### config.mk
export PLATFORM = sky130hd
export DESIGN_NAME = wildcard_glob_matcher
export DESIGN_NICKNAME = d
export VERILOG_FILES = /design/src/wgm_pkg.sv /design/src/wgm_cell.sv /design/src/wgm_out_q.sv /design/src/wildcard_glob_matcher.sv
export SDC_FILE = /design/constraint.sdc
export NUM_CORES = 1
export LEC_CHECK = 0
export BUFFER_PORTS_ARGS = -buffer_cell sky130_fd_sc_hd__buf_2
export CORE_ASPECT_RATIO = 0.5
export CORE_MARGIN = 2
export CORE_UTILIZATION = 69
export CTS_CLUSTER_DIAMETER = 40
export CTS_CLUSTER_SIZE = 16
export DETAILED_ROUTE_END_ITERATION = 12
export PLACE_DENSITY = 0.86
export SETUP_SLACK_MARGIN = 0.4
export SYNTH_ARGS = -nofsm -noshare
export SYNTH_HDL_FRONTEND = slang
export SYNTH_SLANG_ARGS = --single-unit
### constraint.sdc
create_clock -name clk -period 6.1 [get_ports clk]
set_clock_uncertainty 0.1 [all_clocks]
set_input_delay 1.22 -clock clk [delete_from_list [all_inputs] [get_ports clk]]
set_output_delay 1.22 -clock clk [all_outputs]
set_load 0.02 [all_outputs]
### src/wgm_pkg.sv
package wgm_pkg;

  // pattern capacity in bytes
  localparam int unsigned PAT_MAX = 64;

  localparam logic [7:0] STAR_BYTE  = 8'h2A;
  localparam logic [7:0] QMARK_BYTE = 8'h3F;

  typedef enum logic [1:0] {
    CMD_CLEAR  = 2'd0,
    CMD_APPEND = 2'd1,
    CMD_TEXT   = 2'd2,
    CMD_END    = 2'd3
  } wgm_cmd_t;

  // broadcast to every cell
  typedef struct packed {
    logic       en;
    wgm_cmd_t   cmd;
    logic [7:0] symbol;
  } wgm_ctl_t;

  // handed from one cell to its right neighbor
  typedef struct packed {
    logic used;  // left cell holds a pattern byte (registered)
    logic adv;   // left prefix advances on the current text byte
    logic clos;  // star closure carried from the left
  } wgm_link_t;

  typedef struct packed {
    logic pattern_overflow;
    logic matched;
  } wgm_res_t;

endpackage

### src/wgm_cell.sv
module wgm_cell (
  input  logic               clk,
  input  logic               rst_n,
  input  logic               act_init,
  input  wgm_pkg::wgm_ctl_t  ctl,
  input  wgm_pkg::wgm_link_t link_in,
  output wgm_pkg::wgm_link_t link_out,
  output logic               tail
);
  import wgm_pkg::*;

  logic [7:0] byte_r;
  logic       used_r;
  logic       act_r;
  logic       act_nxt;
  logic       used_nxt;
  logic       wr;
  logic       restart;
  logic       star_eff;
  logic       star_cur;
  logic       hit;
  logic [7:0] byte_eff;

  // byte goes into the first empty cell
  assign wr       = (ctl.cmd == CMD_APPEND) && link_in.used && !used_r;
  assign restart  = (ctl.cmd != CMD_TEXT);
  assign byte_eff = wr ? ctl.symbol : byte_r;
  assign star_eff = (byte_eff == STAR_BYTE);
  assign star_cur = (byte_r == STAR_BYTE);
  assign hit      = (byte_r == QMARK_BYTE) || (byte_r == ctl.symbol);

  // next prefix state, closure ripples left to right
  always_comb begin
    if (ctl.cmd == CMD_CLEAR) begin
      used_nxt = 1'b0;
    end else begin
      used_nxt = used_r | wr;
    end
    if (restart) begin
      act_nxt = link_in.clos;
    end else begin
      act_nxt = (act_r && used_r && star_cur) || link_in.adv || link_in.clos;
    end
  end

  assign link_out.used = used_r;
  assign link_out.adv  = !restart && act_r && used_r && !star_cur && hit;
  assign link_out.clos = act_nxt && used_nxt && star_eff;

  // this prefix is the whole pattern
  assign tail = act_r && link_in.used && !used_r;

  // control state
  always_ff @(posedge clk) begin
    if (!rst_n) begin
      used_r <= 1'b0;
      act_r  <= act_init;
    end else if (ctl.en) begin
      used_r <= used_nxt;
      act_r  <= act_nxt;
    end
  end

  // pattern byte
  always_ff @(posedge clk) begin
    if (ctl.en && wr) begin
      byte_r <= ctl.symbol;
    end
  end

endmodule

### src/wgm_out_q.sv
module wgm_out_q (
  input  logic              clk,
  input  logic              rst_n,
  input  logic              push,
  input  wgm_pkg::wgm_res_t push_res,
  output logic              space,
  output logic              out_tvalid,
  input  logic              out_tready,
  output wgm_pkg::wgm_res_t out_res
);
  import wgm_pkg::*;

  logic     head_v_r;
  logic     skid_v_r;
  logic     head_v_nxt;
  logic     skid_v_nxt;
  wgm_res_t head_r;
  wgm_res_t skid_r;
  wgm_res_t head_nxt;
  wgm_res_t skid_nxt;
  logic     pop;

  assign pop        = head_v_r && out_tready;
  assign space      = !skid_v_r;
  assign out_tvalid = head_v_r;
  assign out_res    = head_r;

  // two-entry queue, push only while the skid entry is free
  always_comb begin
    head_v_nxt = head_v_r;
    skid_v_nxt = skid_v_r;
    head_nxt   = head_r;
    skid_nxt   = skid_r;
    if (pop && skid_v_r) begin
      head_nxt   = skid_r;
      skid_v_nxt = 1'b0;
    end else if (pop || !head_v_r) begin
      head_v_nxt = push;
      head_nxt   = push_res;
    end else if (push) begin
      skid_v_nxt = 1'b1;
      skid_nxt   = push_res;
    end
  end

  always_ff @(posedge clk) begin
    if (!rst_n) begin
      head_v_r <= 1'b0;
      skid_v_r <= 1'b0;
    end else begin
      head_v_r <= head_v_nxt;
      skid_v_r <= skid_v_nxt;
    end
  end

  always_ff @(posedge clk) begin
    head_r <= head_nxt;
    skid_r <= skid_nxt;
  end

endmodule

### src/wildcard_glob_matcher.sv
// Glob matcher: clear (cmd 0), append pattern bytes (cmd 1, up to PAT_MAX, extra bytes set a
// sticky overflow flag until the next clear), stream text bytes (cmd 2), then send end of text
// (cmd 3) to get one transaction with matched and pattern_overflow; the text then restarts.
// '*' matches any run of bytes, '?' exactly one byte. A new command is accepted each cycle
// unless the output queue is full; the row of PAT_MAX cells updates all prefix states at once,
// with star closure rippling through the row like a carry chain. Results pass through a two-entry
// output queue, so input stalls only when two results are waiting. No clearing pass after reset.
module wildcard_glob_matcher (
  input  logic       clk,
  input  logic       rst_n,
  input  logic       in_tvalid,
  output logic       in_tready,
  input  logic [7:0] in_tdata,   // [7:0] symbol
  input  logic [1:0] in_tuser,   // [1:0] cmd
  output logic       out_tvalid,
  input  logic       out_tready,
  output logic [7:0] out_tdata   // [0] matched, [1] pattern_overflow, [7:2] zero
);
  import wgm_pkg::*;

  wgm_ctl_t           ctl;
  wgm_link_t          link [0:PAT_MAX];
  logic [PAT_MAX-1:0] tail;
  logic [PAT_MAX-1:0] used_vec;
  logic               acc;
  logic               push;
  logic               act_end_r;
  logic               act_end_nxt;
  logic               ovf_r;
  logic               ovf_nxt;
  wgm_res_t           res;
  wgm_res_t           out_res;
  logic               space;

  assign acc        = in_tvalid && in_tready;
  assign in_tready  = space;
  assign ctl.en     = acc;
  assign ctl.cmd    = wgm_cmd_t'(in_tuser);
  assign ctl.symbol = in_tdata;
  assign push       = acc && (ctl.cmd == CMD_END);

  // left edge of the row: prefix zero is always reachable on restart
  assign link[0].used = 1'b1;
  assign link[0].adv  = 1'b0;
  assign link[0].clos = (ctl.cmd != CMD_TEXT);

  // cell row
  for (genvar i = 0; i < PAT_MAX; i++) begin : g_cell
    wgm_cell u_cell (
      .clk      (clk),
      .rst_n    (rst_n),
      .act_init ((i == 0) ? 1'b1 : 1'b0),
      .ctl      (ctl),
      .link_in  (link[i]),
      .link_out (link[i+1]),
      .tail     (tail[i])
    );
    assign used_vec[i] = link[i+1].used;
  end

  // prefix of a full pattern and the overflow flag
  always_comb begin
    if (ctl.cmd != CMD_TEXT) begin
      act_end_nxt = link[PAT_MAX].clos;
    end else begin
      act_end_nxt = link[PAT_MAX].adv || link[PAT_MAX].clos;
    end
    case (ctl.cmd)
      CMD_CLEAR:  ovf_nxt = 1'b0;
      CMD_APPEND: ovf_nxt = ovf_r || link[PAT_MAX].used;
      default:    ovf_nxt = ovf_r;
    endcase
  end

  always_ff @(posedge clk) begin
    if (!rst_n) begin
      act_end_r <= 1'b0;
      ovf_r     <= 1'b0;
    end else if (acc) begin
      act_end_r <= act_end_nxt;
      ovf_r     <= ovf_nxt;
    end
  end

  // whole-pattern prefix is active
  assign res.matched          = (|tail) || (act_end_r && link[PAT_MAX].used);
  assign res.pattern_overflow = ovf_r;

  wgm_out_q u_out_q (
    .clk        (clk),
    .rst_n      (rst_n),
    .push       (push),
    .push_res   (res),
    .space      (space),
    .out_tvalid (out_tvalid),
    .out_tready (out_tready),
    .out_res    (out_res)
  );

  assign out_tdata = {6'd0, out_res.pattern_overflow, out_res.matched};

`ifndef SYNTHESIS
  // stored pattern bytes stay contiguous from cell zero
  a_used_contig: assert property (@(posedge clk) disable iff (!rst_n)
    ((used_vec >> 1) & ~used_vec) == '0)
    else $error("pattern cells not contiguous");

  // overflow only rises on an append into a full row
  a_ovf_rise: assert property (@(posedge clk) disable iff (!rst_n)
    $rose(ovf_r) |-> $past(acc && (ctl.cmd == CMD_APPEND) && link[PAT_MAX].used))
    else $error("overflow set without a dropped byte");

  // a new result shows up only after an end-of-text transaction
  a_out_src: assert property (@(posedge clk) disable iff (!rst_n)
    $rose(out_tvalid) |-> $past(push))
    else $error("result without end of text");

  // input back-pressure only with results waiting
  a_stall: assert property (@(posedge clk) disable iff (!rst_n)
    !in_tready |-> out_tvalid)
    else $error("input stalled with empty output");

  // at most one prefix marks the whole pattern
  a_tail_one: assert property (@(posedge clk) disable iff (!rst_n)
    $onehot0(tail))
    else $error("multiple pattern tails");
`endif

endmodule

==> metrics <==
Skew-Pair Late Insertion Delay=0.62 ns; critical path cell sequence=buf_6 > nor4b_4 > and3_1 > buf_4 > a21o_1 > a41oi_1 > o221ai_1 > nor2_1 > a21bo_2 > a211oi_2 > a221o_1 > a21oi_2 > o21ai_4 > a211oi_2 > o311ai_1 > o211a_1; total of max-cap violations=0; storage element area=0.0181 mm²; Clk pwr share=0.377; CP max-delay cell=and3_1; grt ovf=0; number of top-level pins=24; Vias per Instance=6.85; total negative setup slack=0 ns; ratio of cells with drive above 1 in the final layout=0.0667; Reg power frac=0.562; VDD IR-drop max=0.241 mV; H-Tree Depth=2; first-pass GRT wire length=139,000 µm; fmax=203 MHz; row cnt=57; Longest Clk Path Bufs=3; max-slew headroom at the worst pin=0.140; CP Launch Type=input port; Post-CTS Resized=0; CTS tree=yes; Top FF cell, synth=edfxtp_1; slew of the pin with the lowest slew margin=1.29 ns; Top cell by count, worst path=a211oi_2; Leakage=11.1 nW; fin crit share=0.807; vias in the first global route=25.0k; largest net degree at the start of global routing=67; Pint=6.61 mW; DIE AREA=0.0508 mm²; Crit Path Category=in2reg; final WL=90,100 µm; Comb pwr share=0.061; library cells used by synthesis=109; Nets=3,108; routability cong.=0.973; # fillers=3,218; Worst Path Max Fanout=37; Worst Path Required=6.54 ns; Seq/Total Area, Yosys=0.537; Die H=160 µm; worst hold path class=reg2reg; Arrival @ worst endpoint=5.37 ns; dpl hpwl=61,000 µm; Post-CTS Setup Inserts=0; Post-synth EDFFs=516; hold buffer count at cts=0; CTS buffer count=49; average cell area after synthesis=10.8 µm²; initial core utilization=0.697; crit path capture type=flip-flop; outcome=completed; share of flip-flops with an asynchronous set or reset=0; Final Hold Fails=0; core box area=0.0484 mm²; RSZ-0062 raised after global routing=false; vias=25.9k; Multi-input gate area=0.0147 mm²; post-synthesis cell area=0.0338 mm²; Setup violations, final=0; Final min period=4.92 ns; CTS root buf=clkbuf_16; sw frac=0.228; Avg WL per Cell=23.8 µm; Core Util, Final=0.745; # port buffers=17; Yosys warning total=0; Final Slew Violations=0; Die Width=317 µm; PwrDens=237 mW/mm²; Seq cells post-synth=648; Remaining DRCs=0; n_diodes=0; Psw=1.95 mW; Iter 0 DRT Violations=3,764; overall routing resource usage=0.352; area delta synth->final=6.82%; initial antenna violation count=2; clock tree sinks=648; Detail Route Antenna Nets=0; Syn Inst Count=3,116; Reg clk slew, reported paths=0.07 ns; Initial DRT Pass Iterations=7; CP peak stage delay=0.62 ns
[registers in the layout (all words and copies together) (netlist names)]
name                  cells
g_cell.u_cell.byte_r    512
g_cell.u_cell.act_r      64
g_cell.u_cell.used_r     64
u_out_q.out_res           2
u_out_q.skid_r            2
act_end_r                 1
ovf_r                     1
u_out_q.out_tvalid        1
u_out_q.skid_v_r          1
[critical path: cells and delay by family]
kind / cells / cell delay (ns)
AOI/OAI and AO/OA: 11 / 2.34
buffers and inverters: 2 / 0.59
and+or+nand+nor: 3 / 1.15
[cells in the final DEF (no fill, tap or decap), drive strengths merged, types with 71 or more instances in the layout]
cell type    n
nor4        71
dfxtp      132
nand3      116
o21ai      115
nor2       295
buf         75
clkbuf      82
edfxtp     516
xnor2      305
xor2       206
nand2      203
a21oi      140
nand4      119
nor3        77
[worst paths after layout]
kind | startpoint | to | depth (start not counted) | slack (ns)
worst min-delay path | g_cell[11].u_cell.act_r$_SDFFE_PN0P_ | g_cell[11].u_cell.act_r$_SDFFE_PN0P_ | 2 | 0.38
worst max-delay path | in_tdata[4] | g_cell[42].u_cell.act_r$_SDFFE_PN0P_ | 16 | 1.18
worst min register to register | g_cell[11].u_cell.act_r$_SDFFE_PN0P_ | g_cell[11].u_cell.act_r$_SDFFE_PN0P_ | 2 | 0.38
worst max register to register | g_cell[12].u_cell.byte_r[7]$_DFFE_PP_ | g_cell[42].u_cell.act_r$_SDFFE_PN0P_ | 14 | 1.75
[cell families (layout without fill, tap and decap cells)]
| family | count (synthesis) | in the layout | synth area share |
|---|---|---|---|
| mux | 3 | 3 | 0.000964 |
| simple gates | 1166 | 1166 | 0.183 |
| other cells | 1 | 6 | 0.000111 |
| compound gates | 579 | 579 | 0.117 |
| buf+inv | 208 | 222 | 0.0291 |
| flops | 648 | 648 | 0.537 |
| xor+xnor | 511 | 511 | 0.133 |
[layout make-up]
class	instances	share of cell area
Multi-Input combinational cell	2265	0.408
Timing Repair Buffer	75	0.0183
Clock inverter	10	0.00177
Tap cell	649	0.0225
Clock buffer	82	0.0410
Inverter	55	0.00573
Sequential cell	648	0.503
[power by group through the flow]
stage          clock network (mW)  logic (mW)  registers, mW
3_3_place_gp                    0       0.491           4.90
6_report                     3.23       0.521           4.81
2_1_floorplan                   0       0.323           4.89
5_1_grt                      3.41       0.549           4.80
3_5_place_dp                    0       0.506           4.90
4_1_cts                      3.23       0.510           4.80
[metrics by stage]
step	instance area, µm²	power, mW	setup slack, ns	hold slack [ns]	instances
2_1_floorplan	33800	5.22	1.86	0.325	3121
3_3_place_gp	34500	5.39	0.864	0.369	3692
3_5_place_dp	34500	5.41	0.790	0.365	3692
4_1_cts	36100	8.54	1.36	0.374	3784
5_1_grt	36100	8.76	1.07	0.394	3784
6_report	36100	8.55	1.18	0.381	3784
[layer usage]
layer | part of all wire | vias to the layer above | GRT usage
li1 | - | 11565 | -
met1 | 0.39 | 12503 | 0.483
met2 | 0.45 | 1564 | 0.553
met3 | 0.12 | 300 | 0.0897
met4 | 0.035 | 2 | 0.112
met5 | 0.00013 | - | 0
[synth_stat cells, drive strengths merged, types with 16 or more instances]
| master | count | share of area |
|---|---|---|
| a211oi | 20 | 0.0052 |
| a21oi | 140 | 0.021 |
| a31oi | 42 | 0.0078 |
| a32oi | 26 | 0.0067 |
| and3 | 46 | 0.0085 |
| buf | 83 | 0.015 |
| clkbuf | 70 | 0.0078 |
| dfxtp | 132 | 0.078 |
| edfxtp | 516 | 0.46 |
| inv | 54 | 0.0060 |
| nand2 | 203 | 0.023 |
| nand2b | 30 | 0.0056 |
| nand3 | 116 | 0.017 |
| nand4 | 119 | 0.022 |
| nor2 | 295 | 0.033 |
| nor2b | 28 | 0.0052 |
| nor3 | 77 | 0.012 |
| nor4 | 71 | 0.014 |
| nor4bb | 22 | 0.0065 |
| o21ai | 115 | 0.017 |
| o22ai | 29 | 0.0054 |
| o31ai | 18 | 0.0042 |
| or2 | 16 | 0.0030 |
| or3 | 40 | 0.0077 |
| xnor2 | 305 | 0.079 |
| xor2 | 206 | 0.053 |
(Power assumes the default switching activity.)
